[config.mk]
export PLATFORM = sky130hd
export DESIGN_NAME = heartbeat_timeout_table
export DESIGN_NICKNAME = d
export VERILOG_FILES = /design/src/rtl/hbt_pkg.sv /design/src/rtl/heartbeat_timeout_table.sv /design/src/rtl/hbt_regs.sv /design/src/rtl/hbt_ctrl.sv /design/src/rtl/hbt_datapath.sv
export SDC_FILE = /design/constraint.sdc
export NUM_CORES = 1
export LEC_CHECK = 0
export ABC_AREA = 0
export BUFFER_PORTS_ARGS = -buffer_cell sky130_fd_sc_hd__buf_2
export CAP_MARGIN = 40
export CORE_MARGIN = 2
export CORE_UTILIZATION = 60
export CTS_CLUSTER_SIZE = 14
export DETAILED_ROUTE_END_ITERATION = 10
export PLACE_DENSITY = 0.88
export SYNTH_ARGS = -nofsm -noshare
export SYNTH_HDL_FRONTEND = slang
export SYNTH_SLANG_ARGS = --single-unit
export TNS_END_PERCENT = 10
[constraint.sdc]
create_clock -name clk -period 7.5 [get_ports clk]
set_clock_uncertainty 0.05 [all_clocks]
set_input_delay 1.5 -clock clk [delete_from_list [all_inputs] [get_ports clk]]
set_output_delay 1.5 -clock clk [all_outputs]
set_load 0.05 [all_outputs]
[src/rtl/hbt_pkg.sv]
// Shared constants, codes and controller/datapath interface types for the heartbeat table.
`timescale 1ns / 1ps

package hbt_pkg;

  // Table geometry.
  localparam int SLOTS  = 64;
  localparam int IDX_W  = (SLOTS > 1) ? $clog2(SLOTS) : 1;
  localparam int SLOT_W = 6;
  localparam int CNT_W  = 3;

  // Configuration.
  localparam logic [CNT_W-1:0] MISS_LIMIT_RESET = 3'd3;
  localparam int               CFG_AW           = 3;
  localparam logic             REG_MISS_LIMIT   = 1'b0;

  // Input commands.
  typedef enum logic [1:0] {
    CMD_ADD       = 2'd0,
    CMD_REMOVE    = 2'd1,
    CMD_HEARTBEAT = 2'd2,
    CMD_TICK      = 2'd3
  } cmd_t;

  // Result kinds.
  typedef enum logic [1:0] {
    KIND_DONE    = 2'd0,
    KIND_EVICTED = 2'd1,
    KIND_ABSENT  = 2'd2,
    KIND_PRESENT = 2'd3
  } kind_t;

  // Commands from the controller to the datapath.
  typedef struct packed {
    logic load;     // capture the accepted input beat
    logic exec;     // execute add, remove or heartbeat and emit its result
    logic t_start;  // start a tick walk at slot zero
    logic t_step;   // process the current slot of the walk
    logic t_end;    // emit the final result of the tick
  } hbt_ctl_t;

  // Status from the datapath to the controller.
  typedef struct packed {
    logic out_free;  // output register can take a beat this cycle
    logic evict;     // current walk slot is to be evicted
    logic pend_vld;  // an eviction result is being held back
    logic idx_last;  // current walk slot is the final one
  } hbt_sts_t;

endpackage

[src/rtl/heartbeat_timeout_table.sv]
// Add, remove and heartbeat capture the input beat, then execute and register their
// result beat once the output register is free. A tick walks one slot per cycle from
// its count memory read port, pausing while a held eviction waits, then emits its final beat.
// Throughput: one item at a time; the next input beat is taken once the last result is
// registered. Reset (synchronous, active low) empties the table at once, no clearing pass.
`timescale 1ns / 1ps

module heartbeat_timeout_table import hbt_pkg::*; (
  input  logic              clk,
  input  logic              rst_n,
  input  logic              in_tvalid,
  output logic              in_tready,
  input  logic [7:0]        in_tdata,    // [5:0] slot, [7:6] zero
  input  logic [1:0]        in_tuser,    // [1:0] command
  output logic              out_tvalid,
  input  logic              out_tready,
  output logic [7:0]        out_tdata,   // [5:0] slot_out, [7:6] zero
  output logic [1:0]        out_tuser,   // [1:0] kind
  output logic              out_tlast,
  input  logic              cfg_psel,
  input  logic              cfg_penable,
  input  logic              cfg_pwrite,
  input  logic [CFG_AW-1:0] cfg_paddr,
  input  logic [31:0]       cfg_pwdata,
  output logic [31:0]       cfg_prdata,
  output logic              cfg_pready
);

  hbt_ctl_t          ctl;
  hbt_sts_t          sts;
  cmd_t              in_cmd;
  kind_t             out_kind;
  logic [SLOT_W-1:0] out_slot;
  logic [CNT_W-1:0]  miss_limit;

  assign in_cmd    = cmd_t'(in_tuser);
  assign out_tuser = out_kind;
  assign out_tdata = {2'b00, out_slot};

  // Configuration registers.
  hbt_regs u_regs (
    .clk         (clk),
    .rst_n       (rst_n),
    .cfg_psel    (cfg_psel),
    .cfg_penable (cfg_penable),
    .cfg_pwrite  (cfg_pwrite),
    .cfg_paddr   (cfg_paddr),
    .cfg_pwdata  (cfg_pwdata),
    .cfg_prdata  (cfg_prdata),
    .cfg_pready  (cfg_pready),
    .miss_limit  (miss_limit)
  );

  // Sequencing.
  hbt_ctrl u_ctrl (
    .clk       (clk),
    .rst_n     (rst_n),
    .in_tvalid (in_tvalid),
    .in_tready (in_tready),
    .in_cmd    (in_cmd),
    .sts       (sts),
    .ctl       (ctl)
  );

  // Table and output register.
  hbt_datapath u_dp (
    .clk        (clk),
    .rst_n      (rst_n),
    .in_cmd     (in_cmd),
    .in_slot    (in_tdata[SLOT_W-1:0]),
    .miss_limit (miss_limit),
    .ctl        (ctl),
    .sts        (sts),
    .out_tvalid (out_tvalid),
    .out_tready (out_tready),
    .out_kind   (out_kind),
    .out_slot   (out_slot),
    .out_last   (out_tlast)
  );

endmodule

[src/rtl/hbt_regs.sv]
// APB-style configuration register block holding the miss limit.
`timescale 1ns / 1ps

module hbt_regs import hbt_pkg::*; (
  input  logic              clk,
  input  logic              rst_n,
  input  logic              cfg_psel,
  input  logic              cfg_penable,
  input  logic              cfg_pwrite,
  input  logic [CFG_AW-1:0] cfg_paddr,
  input  logic [31:0]       cfg_pwdata,
  output logic [31:0]       cfg_prdata,
  output logic              cfg_pready,
  output logic [CNT_W-1:0]  miss_limit
);

  logic [CNT_W-1:0] miss_limit_r;
  logic             wr_en;
  logic             sel_limit;

  // The register index is the word address; byte offset bits are ignored.
  assign sel_limit  = (cfg_paddr[2] == REG_MISS_LIMIT);
  assign cfg_pready = 1'b1;
  assign wr_en      = cfg_psel && cfg_penable && cfg_pwrite && cfg_pready;

  // Miss limit register.
  always_ff @(posedge clk) begin
    if (!rst_n) begin
      miss_limit_r <= MISS_LIMIT_RESET;
    end else if (wr_en && sel_limit) begin
      miss_limit_r <= cfg_pwdata[CNT_W-1:0];
    end
  end

  // Read data; addresses beyond the register list read as zero.
  always_comb begin
    cfg_prdata = '0;
    if (sel_limit) begin
      cfg_prdata = 32'(miss_limit_r);
    end
  end

  assign miss_limit = miss_limit_r;

endmodule

[src/rtl/hbt_ctrl.sv]
// Controller state machine sequencing commands and tick walks.
`timescale 1ns / 1ps

module hbt_ctrl import hbt_pkg::*; (
  input  logic     clk,
  input  logic     rst_n,
  input  logic     in_tvalid,
  output logic     in_tready,
  input  cmd_t     in_cmd,
  input  hbt_sts_t sts,
  output hbt_ctl_t ctl
);

  typedef enum logic [2:0] {
    S_IDLE,
    S_CMD,
    S_TSTART,
    S_TWALK,
    S_TEND
  } state_t;

  state_t state_r;
  state_t state_nxt;
  logic   accept;
  logic   step_ok;

  assign in_tready = (state_r == S_IDLE);
  assign accept    = in_tvalid && in_tready;

  // A walk step stalls only when it must push out a held eviction beat.
  assign step_ok = !(sts.evict && sts.pend_vld && !sts.out_free);

  // Next state and datapath commands.
  always_comb begin
    state_nxt = state_r;
    ctl       = '0;
    unique case (state_r)
      S_IDLE: begin
        if (accept) begin
          ctl.load  = 1'b1;
          state_nxt = (in_cmd == CMD_TICK) ? S_TSTART : S_CMD;
        end
      end
      S_CMD: begin
        if (sts.out_free) begin
          ctl.exec  = 1'b1;
          state_nxt = S_IDLE;
        end
      end
      S_TSTART: begin
        ctl.t_start = 1'b1;
        state_nxt   = S_TWALK;
      end
      S_TWALK: begin
        if (step_ok) begin
          ctl.t_step = 1'b1;
          if (sts.idx_last) begin
            state_nxt = S_TEND;
          end
        end
      end
      S_TEND: begin
        if (sts.out_free) begin
          ctl.t_end = 1'b1;
          state_nxt = S_IDLE;
        end
      end
      default: state_nxt = S_IDLE;
    endcase
  end

  // State register.
  always_ff @(posedge clk) begin
    if (!rst_n) begin
      state_r <= S_IDLE;
    end else begin
      state_r <= state_nxt;
    end
  end

endmodule

[src/rtl/hbt_datapath.sv]
// Datapath: slot valid bits, miss count memory, tick walk index and output register.
`timescale 1ns / 1ps

module hbt_datapath import hbt_pkg::*; (
  input  logic              clk,
  input  logic              rst_n,
  input  cmd_t              in_cmd,
  input  logic [SLOT_W-1:0] in_slot,
  input  logic [CNT_W-1:0]  miss_limit,
  input  hbt_ctl_t          ctl,
  output hbt_sts_t          sts,
  output logic              out_tvalid,
  input  logic              out_tready,
  output kind_t             out_kind,
  output logic [SLOT_W-1:0] out_slot,
  output logic              out_last
);

  // Captured command.
  cmd_t              cmd_r;
  logic [SLOT_W-1:0] slot_r;

  // Table state.
  logic [SLOTS-1:0]  valid_r;
  logic [CNT_W-1:0]  cnt_mem [SLOTS];
  logic [CNT_W-1:0]  rdata_r;

  // Walk state.
  logic [IDX_W-1:0]  idx_r;
  logic              pend_vld_r;
  logic [IDX_W-1:0]  pend_slot_r;

  // Output register.
  logic              out_vld_r;
  kind_t             out_kind_r;
  logic [SLOT_W-1:0] out_slot_r;
  logic              out_last_r;

  logic              in_range;
  logic [IDX_W-1:0]  sidx;
  logic              s_valid;
  logic              cur_valid;
  logic              evict;
  logic              idx_last;
  logic              out_free;
  logic              mem_we;
  logic [IDX_W-1:0]  mem_waddr;
  logic [CNT_W-1:0]  mem_wdata;
  logic              mem_re;
  logic [IDX_W-1:0]  mem_raddr;
  logic              emit;
  kind_t             e_kind;
  logic [SLOT_W-1:0] e_slot;
  logic              e_last;

  // Slot decode and walk status.
  assign in_range  = ({1'b0, slot_r} < (SLOT_W + 1)'(SLOTS));
  assign sidx      = slot_r[IDX_W-1:0];
  assign s_valid   = valid_r[sidx];
  assign cur_valid = valid_r[idx_r];
  assign evict     = cur_valid && (rdata_r == miss_limit);
  assign idx_last  = (idx_r == IDX_W'(SLOTS - 1));
  assign out_free  = !out_vld_r || out_tready;

  assign sts.out_free = out_free;
  assign sts.evict    = evict;
  assign sts.pend_vld = pend_vld_r;
  assign sts.idx_last = idx_last;

  // Count memory port control: add or heartbeat clears, a walk step increments.
  always_comb begin
    mem_we    = 1'b0;
    mem_waddr = idx_r;
    mem_wdata = rdata_r + 1'b1;
    if (ctl.exec && in_range &&
        (((cmd_r == CMD_ADD) && !s_valid) || ((cmd_r == CMD_HEARTBEAT) && s_valid))) begin
      mem_we    = 1'b1;
      mem_waddr = sidx;
      mem_wdata = '0;
    end else if (ctl.t_step && cur_valid && !evict) begin
      mem_we = 1'b1;
    end
  end

  // The walk reads one slot ahead so each step has its count ready.
  assign mem_re    = ctl.t_start || (ctl.t_step && !idx_last);
  assign mem_raddr = ctl.t_start ? '0 : idx_r + 1'b1;

  // Count memory with registered read.
  always_ff @(posedge clk) begin
    if (mem_we) begin
      cnt_mem[mem_waddr] <= mem_wdata;
    end
    if (mem_re) begin
      rdata_r <= cnt_mem[mem_raddr];
    end
  end

  // Result beat selection.
  always_comb begin
    emit   = 1'b0;
    e_kind = KIND_DONE;
    e_slot = slot_r;
    e_last = 1'b1;
    if (ctl.exec) begin
      emit = 1'b1;
      if (in_range) begin
        unique case (cmd_r)
          CMD_ADD:       e_kind = s_valid ? KIND_PRESENT : KIND_DONE;
          CMD_REMOVE:    e_kind = KIND_DONE;
          CMD_HEARTBEAT: e_kind = s_valid ? KIND_DONE : KIND_ABSENT;
          CMD_TICK:      e_kind = KIND_DONE;
          default:       e_kind = KIND_DONE;
        endcase
      end
    end else if (ctl.t_step && evict && pend_vld_r) begin
      // A later eviction proves the held one is not the final beat.
      emit   = 1'b1;
      e_kind = KIND_EVICTED;
      e_slot = SLOT_W'(pend_slot_r);
      e_last = 1'b0;
    end else if (ctl.t_end) begin
      emit   = 1'b1;
      e_kind = pend_vld_r ? KIND_EVICTED : KIND_DONE;
      e_slot = pend_vld_r ? SLOT_W'(pend_slot_r) : '0;
    end
  end

  // Control state: valid bits, walk index, held eviction and output valid.
  always_ff @(posedge clk) begin
    if (!rst_n) begin
      valid_r    <= '0;
      idx_r      <= '0;
      pend_vld_r <= 1'b0;
      out_vld_r  <= 1'b0;
    end else begin
      if (ctl.exec && in_range) begin
        if ((cmd_r == CMD_ADD) && !s_valid) begin
          valid_r[sidx] <= 1'b1;
        end else if (cmd_r == CMD_REMOVE) begin
          valid_r[sidx] <= 1'b0;
        end
      end
      if (ctl.t_start) begin
        idx_r      <= '0;
        pend_vld_r <= 1'b0;
      end else if (ctl.t_step) begin
        if (evict) begin
          valid_r[idx_r] <= 1'b0;
          pend_vld_r     <= 1'b1;
        end
        if (!idx_last) begin
          idx_r <= idx_r + 1'b1;
        end
      end else if (ctl.t_end) begin
        pend_vld_r <= 1'b0;
      end
      if (emit) begin
        out_vld_r <= 1'b1;
      end else if (out_tready) begin
        out_vld_r <= 1'b0;
      end
    end
  end

  // Payload registers.
  always_ff @(posedge clk) begin
    if (ctl.load) begin
      cmd_r  <= in_cmd;
      slot_r <= in_slot;
    end
    if (ctl.t_step && evict) begin
      pend_slot_r <= idx_r;
    end
    if (emit) begin
      out_kind_r <= e_kind;
      out_slot_r <= e_slot;
      out_last_r <= e_last;
    end
  end

  assign out_tvalid = out_vld_r;
  assign out_kind   = out_kind_r;
  assign out_slot   = out_slot_r;
  assign out_last   = out_last_r;

endmodule

* Word-level counts from Yosys, hierarchy flattened
Memory sizes are Yosys's and may differ from the RTL's. A register that Yosys moved wholly into a read port is not among the register bits.
Cells that the tools add are included.
** Storage, ports and cells
- Bits in registers :: 101
- Bits in writable memories :: 192
- Input bits :: 52
- Output and inout bits :: 46
- Word-level logic and storage cells :: 134
- Memories kept :: 1
** Operators by class
- Add/subtract/negate cells :: 2
- Order comparisons :: 4
- Equality and inequality tests :: 15
- Mux-type cells :: 57
- Bitwise gates (word level) :: 8
- Reductions and logical operators :: 35
** Memory list
- u_dp.cnt_mem :: words 64, width 3, rd ports 1, clocked after Yosys merged registers in 1, write ports 1, line hbt_datapath.sv:25 : logic [CNT_W-1:0] cnt_mem [SLOTS];
** Operator list (number)
- 64-bit 2-to-1 mux :: 7
- 64-bit bitwise AND :: 2
- 64-bit NOT :: 2
- 64-bit bitwise OR :: 1
- 6-bit 2-to-1 mux :: 6
- 1-bit 2-to-1 mux :: 26
- 3-bit 2-to-1 mux :: 6
- 1-bit logical AND :: 17
- 6-bit by 7-bit less-than comparator with 1-bit output, second input constant :: 2
- 1-bit binary-select mux with 6-bit select :: 2
- 1-bit demux with 6-bit select :: 2
- 6-bit by 1-bit >= comparator with 1-bit output, second input constant :: 2
- 2-bit 2-to-1 mux :: 6
- 3-bit case mux with 4 select lines :: 1
- 6-bit by 1-bit adder with 6-bit output, second input constant :: 1
- 2-bit == test, second input constant :: 3
- 3-bit by 2-bit == test with 1-bit output, second input constant :: 2
- 6-bit == test, second input constant :: 1
- 2-bit != test, second input constant :: 3
- 2-bit case mux with 3 select lines :: 1
- 2-bit OR reduction :: 3
- 1-bit zero test :: 5
- 2-bit by 1-bit != test with 1-bit output, second input constant :: 2
- 2-bit AND reduction :: 2
- other kinds (11) :: 16

* Depth between registers and ports, before layout
- Depth after elaboration :: 14
- Gate-level depth with buffers :: 12
- Gate-level depth less buffers :: 9

* Hierarchy
Synthesis repeated with hierarchy kept, for this count alone.
** Second synthesis, totals
- Cells, all modules :: 1446
- Area, all modules :: 15911.5 µm²
** By module, submodules not included
- hbt_datapath :: instances 1, cells each 1365, area an instance 15224.6 µm², seq. area each 7987.7 µm²
- hbt_regs :: instances 1, cells each 49, area an instance 396.6 µm², seq. area each 60.1 µm²
- hbt_ctrl :: instances 1, cells each 29, area an instance 271.5 µm², seq. area each 60.1 µm²
- heartbeat_timeout_table :: instances 1, cells each 3, area an instance 18.8 µm², seq. area each 0.0 µm²

* Least setup slack after synthesis
OpenSTA, ideal clock, no wires.
- Path type :: input port to flip-flop
- From :: in out_tready
- To :: mem u_dp.cnt_mem[0][2] (data pin)
- Library setup time :: 0.548 ns
- Arrival :: 4.071 ns
- Data required time :: 6.902 ns
- Path slack :: 2.831 ns
- Stages on the path :: 6
- Path buffers :: 2
- Path through :: nand2b_1 clkbuf_1 nand3_1 nor2_1 buf_2 a21oi_1
** Between the ends
- Longest elaborated chain between the ends :: 5
** RTL lines
- start: declaration :: line heartbeat_timeout_table.sv:16 : input logic out_tready,
- 1-bit logical OR :: line hbt_datapath.sv:63 : assign out_free = !out_vld_r || out_tready;
- 1-bit 2-to-1 mux :: line hbt_ctrl.sv:45 : if (sts.out_free) begin
- 1-bit 2-to-1 mux :: line hbt_ctrl.sv:37 : unique case (state_r)
- 1-bit logical AND :: line hbt_datapath.sv:75 : if (ctl.exec && in_range &&
- 3-bit 2-to-1 mux :: line hbt_datapath.sv:75
- net u_dp.mem_wdata[2] :: line hbt_datapath.sv:48 : logic [CNT_W-1:0] mem_wdata;
- end: declaration :: line hbt_datapath.sv:25
The timed path passes the listed nets, and every way through them passes these cells.

* Worst setup path in the final report
- From :: reg u_dp.idx_r[0]
- To :: mem u_dp.cnt_mem[27][1] (enable)
** Between the ends
- Longest elaborated chain between the ends :: 13
- Elaborated cells on any way between the ends :: 15
- Those cells by class :: mux: 9; reduce/logical: 6
** RTL lines
- start: declaration :: line hbt_datapath.sv:29 : logic [IDX_W-1:0] idx_r;
- start signal: assignment :: line hbt_datapath.sv:153 : idx_r <= idx_r + 1'b1;
- 1-bit binary-select mux with 6-bit select :: line hbt_datapath.sv:60 : assign cur_valid = valid_r[idx_r];
- 1-bit 2-to-1 mux (not written as such) :: line hbt_datapath.sv:60
- 1-bit logical AND :: line hbt_datapath.sv:61 : assign evict = cur_valid && (rdata_r == miss_limit);
- 1-bit logical AND (2 in series) :: line hbt_ctrl.sv:31 : assign step_ok = !(sts.evict && sts.pend_vld && !sts.out_free);
- 1-bit 2-to-1 mux :: line hbt_ctrl.sv:55 : if (step_ok) begin
- 1-bit 2-to-1 mux :: line hbt_ctrl.sv:37
- 1-bit logical AND (2 in series) :: line hbt_datapath.sv:80 : end else if (ctl.t_step && cur_valid && !evict) begin
- 1-bit 2-to-1 mux :: line hbt_datapath.sv:80
- 1-bit 2-to-1 mux :: line hbt_datapath.sv:75
- 1-bit 2-to-1 mux :: line hbt_datapath.sv:91 : if (mem_we) begin
- 1-bit 2-to-1 mux (not written as such) :: line hbt_datapath.sv:92 : cnt_mem[mem_waddr] <= mem_wdata;
Parallel ways exist; a longest one is shown, timed or not. The select of a mux whose other input is x is not followed.

==> run metrics <==
wire length of the first global-routing pass=~65000 um; Max rail drop VDD=~0.19 mV; main flop type after synthesis=sky130_fd_sc_hd__edfxtp_1; placed cell area=0.01525 mm^2; Arrival @ worst endpoint=4.94 ns; Pwr Total=approximately 3.7 mW; headroom to the max-slew limit=roughly 31%; Final ANT Viol Nets=0; per-instance average area after synthesis=about 11 um^2; Num CTS Buffers=29; number of antenna violations at the first check in global routing=0; required time worst endpoint=slightly below 8 ns; final core utilization=between 60 and 70%; number of synthesized register bits=approximately 300; mean routed wirelength per cell=about 25 um; Worst Setup End Kind=register; power density over the cells=about 230 mW/mm^2; via count of the first global-routing pass=roughly 12000; Synth warnings=0; Synth Instances=around 1400; setup repair bufs after CTS=0; floorplan core area=between 0.02 and 0.025 mm^2; # diodes=0; post-synthesis sequential area ratio=between 50% and 60%; Detail Placement HPWL=approximately 27000 um; effective utilization at floorplan=61.21%; synth unique cells=89; Net count, final=1426; leakage=5.365 nW; first-pass iteration count of the detailed router=7; total I/O pin count=roughly 100; final-layout setup total negative slack=0 ns; Max stage delay cell, worst path=sky130_fd_sc_hd__a32oi_1; number of synthesized flops with an enable pin=roughly 220; top fanout value on the critical path=28; share of synthesized flip-flops with an asynchronous set or reset=0%; non-filler instance count after layout=roughly 1700; horizontal die dimension=roughly 160 um; post-DR vias/cell=7.124; latest clock arrival within the worst-skew pair=slightly below 0.6 ns; die extent in y=161.7 um; Final setup violation count=0; number of max-cap violations=0; Synth Cell Area=approximately 0.015 mm^2; delay of the slowest critical-path stage=about 0.82 ns; drt first-iter violations=~2300; Slew @ Worst Pin=between 1 and 1.5 ns; All-Layer GR Usage=32.15%; maximum number of pins on one net before global-route repair=between 70 and 80; Longest Clk Path Bufs=3; port buffer count=32; site row count=57; post-CTS clock slew at the launch and capture registers of the worst setup and hold paths=around 0.070 ns; # H-tree levels=1; cell taking the most area after synthesis=sky130_fd_sc_hd__edfxtp_1; Worst Setup Slack, final=2.774 ns; layout-stage area growth over the synthesis result=8.589%; cell count after placement=around 1700; RSZ-0062 raised after global routing=false; Num Clock Sinks=296; fraction of post-synthesis cell area in the top cell type by area=a little over two fifths; DR DRC count=0; area of the die=0.02616 mm^2; routability cong.=0.9915; portion of the clock cycle consumed by the worst path in the final layout=between 60% and 70%; startpoint types=register; GRT overflow=0; maximum clock rate=about 0.21 GHz; critical path class=register to register; total wire length=42540 um; list of cells traversed by the critical path=buf_4, mux2_2, a221oi_2, o211ai_1, a32o_1, or4_1, and2_1, a32oi_1, nor2_1; biggest area contributors in the synthesized netlist=sky130_fd_sc_hd__edfxtp_1 44%, sky130_fd_sc_hd__dfxtp_1 10%, sky130_fd_sc_hd__nand2_1 4.2%; final design instance area without fill=0.01621 mm^2; final worst path period need=roughly 4.7 ns; CTS Root Buffer Type=sky130_fd_sc_hd__clkbuf_16; TritonCTS clock tree=built; CTS Hold Bufs=0; fraction of final layout cells with drive strength greater than 1=11.98%; Worst Hold Slack=around 0.48 ns; type of the most critical hold path=register to register; status=completed; routed vias=12240; leading cell type by number of instances after synthesis=sky130_fd_sc_hd__edfxtp_1; count of endpoints failing hold in the final timing report=0; max-slew violations=0; most frequent cells after synthesis=218 x sky130_fd_sc_hd__edfxtp_1, 169 x sky130_fd_sc_hd__nand2_1, 111 x sky130_fd_sc_hd__nor2_1; count of instances resized after the clock tree is built=0; pre-CTS setup slack=approximately 3.0 ns
-- metal layers --
metal,routed length (um),GRT usage (%),share of wire [%]
met1,15120,44.29,36
met2,18370,47.47,43
met5,0,0,0
met4,2558,16.85,6.0
met3,6498,8.018,15
-- flip-flops by register name, indices dropped and copies added, names as in the netlist --
name,cells
u_dp.cnt_mem,192
u_dp.valid_r,64
u_dp.idx_r,6
u_dp.out_slot,6
u_dp.pend_slot_r,6
u_dp.sidx,6
u_ctrl.state_r,3
u_dp.rdata_r,3
u_regs.miss_limit,3
u_dp.cmd_r,2
u_dp.out_kind,2
u_dp.out_last,1
u_dp.out_tvalid,1
u_dp.pend_vld_r,1
-- worst max-delay path: cells and delay by family, from the launching register on --
kind | cells | cell delay (ns)
simple gates | 3 | 1.29
compound gates | 4 | 1.50
buf+inv | 1 | 0.45
flops | 1 | 0.72
mux | 1 | 0.39
-- kinds of logic (layout without fill, tap and decap cells) --
kind of cell,count (synthesis),after routing,share of synthesized area [%]
muxes,92,92,8.070
buffers and inverters,132,129,4.777
AOI/OAI and AO/OA,382,382,17.63
xor gates and xnor gates,11,11,0.6956
DFF,296,296,54.30
other,2,32,0.05030
and+or+nand+nor,450,450,14.31
adders and majority gates,2,2,0.1676
-- cell type report --
class | instances | area [um^2]
fillers | 1659 | 8178
clock inverters | 17 | 195.2
flip-flops and latches | 296 | 8109
clock buffers | 36 | 772.0
repair buffers | 63 | 405.4
multi-input cells | 969 | 6277
inverters | 13 | 48.80
well taps | 324 | 405.4
-- report_power, final --
part           leakage (nW)  internal, mW  switching [mW]  total (mW)
sequential             2.61          1.81          0.0223        1.83
combinational          2.28        0.0928           0.302       0.395
clock                 0.473         0.867           0.638        1.50
total                  5.37          2.77           0.962        3.73
-- placed cells by master (no fill, tap or decap), drive strengths merged, types with 15 or more instances in the layout --
cell / count
a32oi: 26
o211ai: 15
a211oi: 24
buf: 63
mux4: 20
o31ai: 41
nand2b: 15
clkbuf: 36
nor2b: 15
nand2: 170
edfxtp: 218
conb: 32
nor3: 25
and3: 23
mux2i: 60
dfxtp: 78
o22ai: 16
o21ai: 72
a21oi: 93
or3: 16
nand3: 31
nor2: 111
-- path summary, 6_finish.rpt --
path | start | cells after the start | slack [ns] | endpoint
worst max register to register | u_dp.idx_r[0] | 9 | 2.77 | u_dp.cnt_mem[27][1]
worst min-delay path | u_dp.pend_vld_r | 2 | 0.48 | u_dp.pend_vld_r
worst max-delay path | u_dp.idx_r[0] | 9 | 2.77 | u_dp.cnt_mem[27][1]
worst min register to register | u_dp.pend_vld_r | 2 | 0.48 | u_dp.pend_vld_r
No activity file was read; power rests on OpenSTA's default activity.
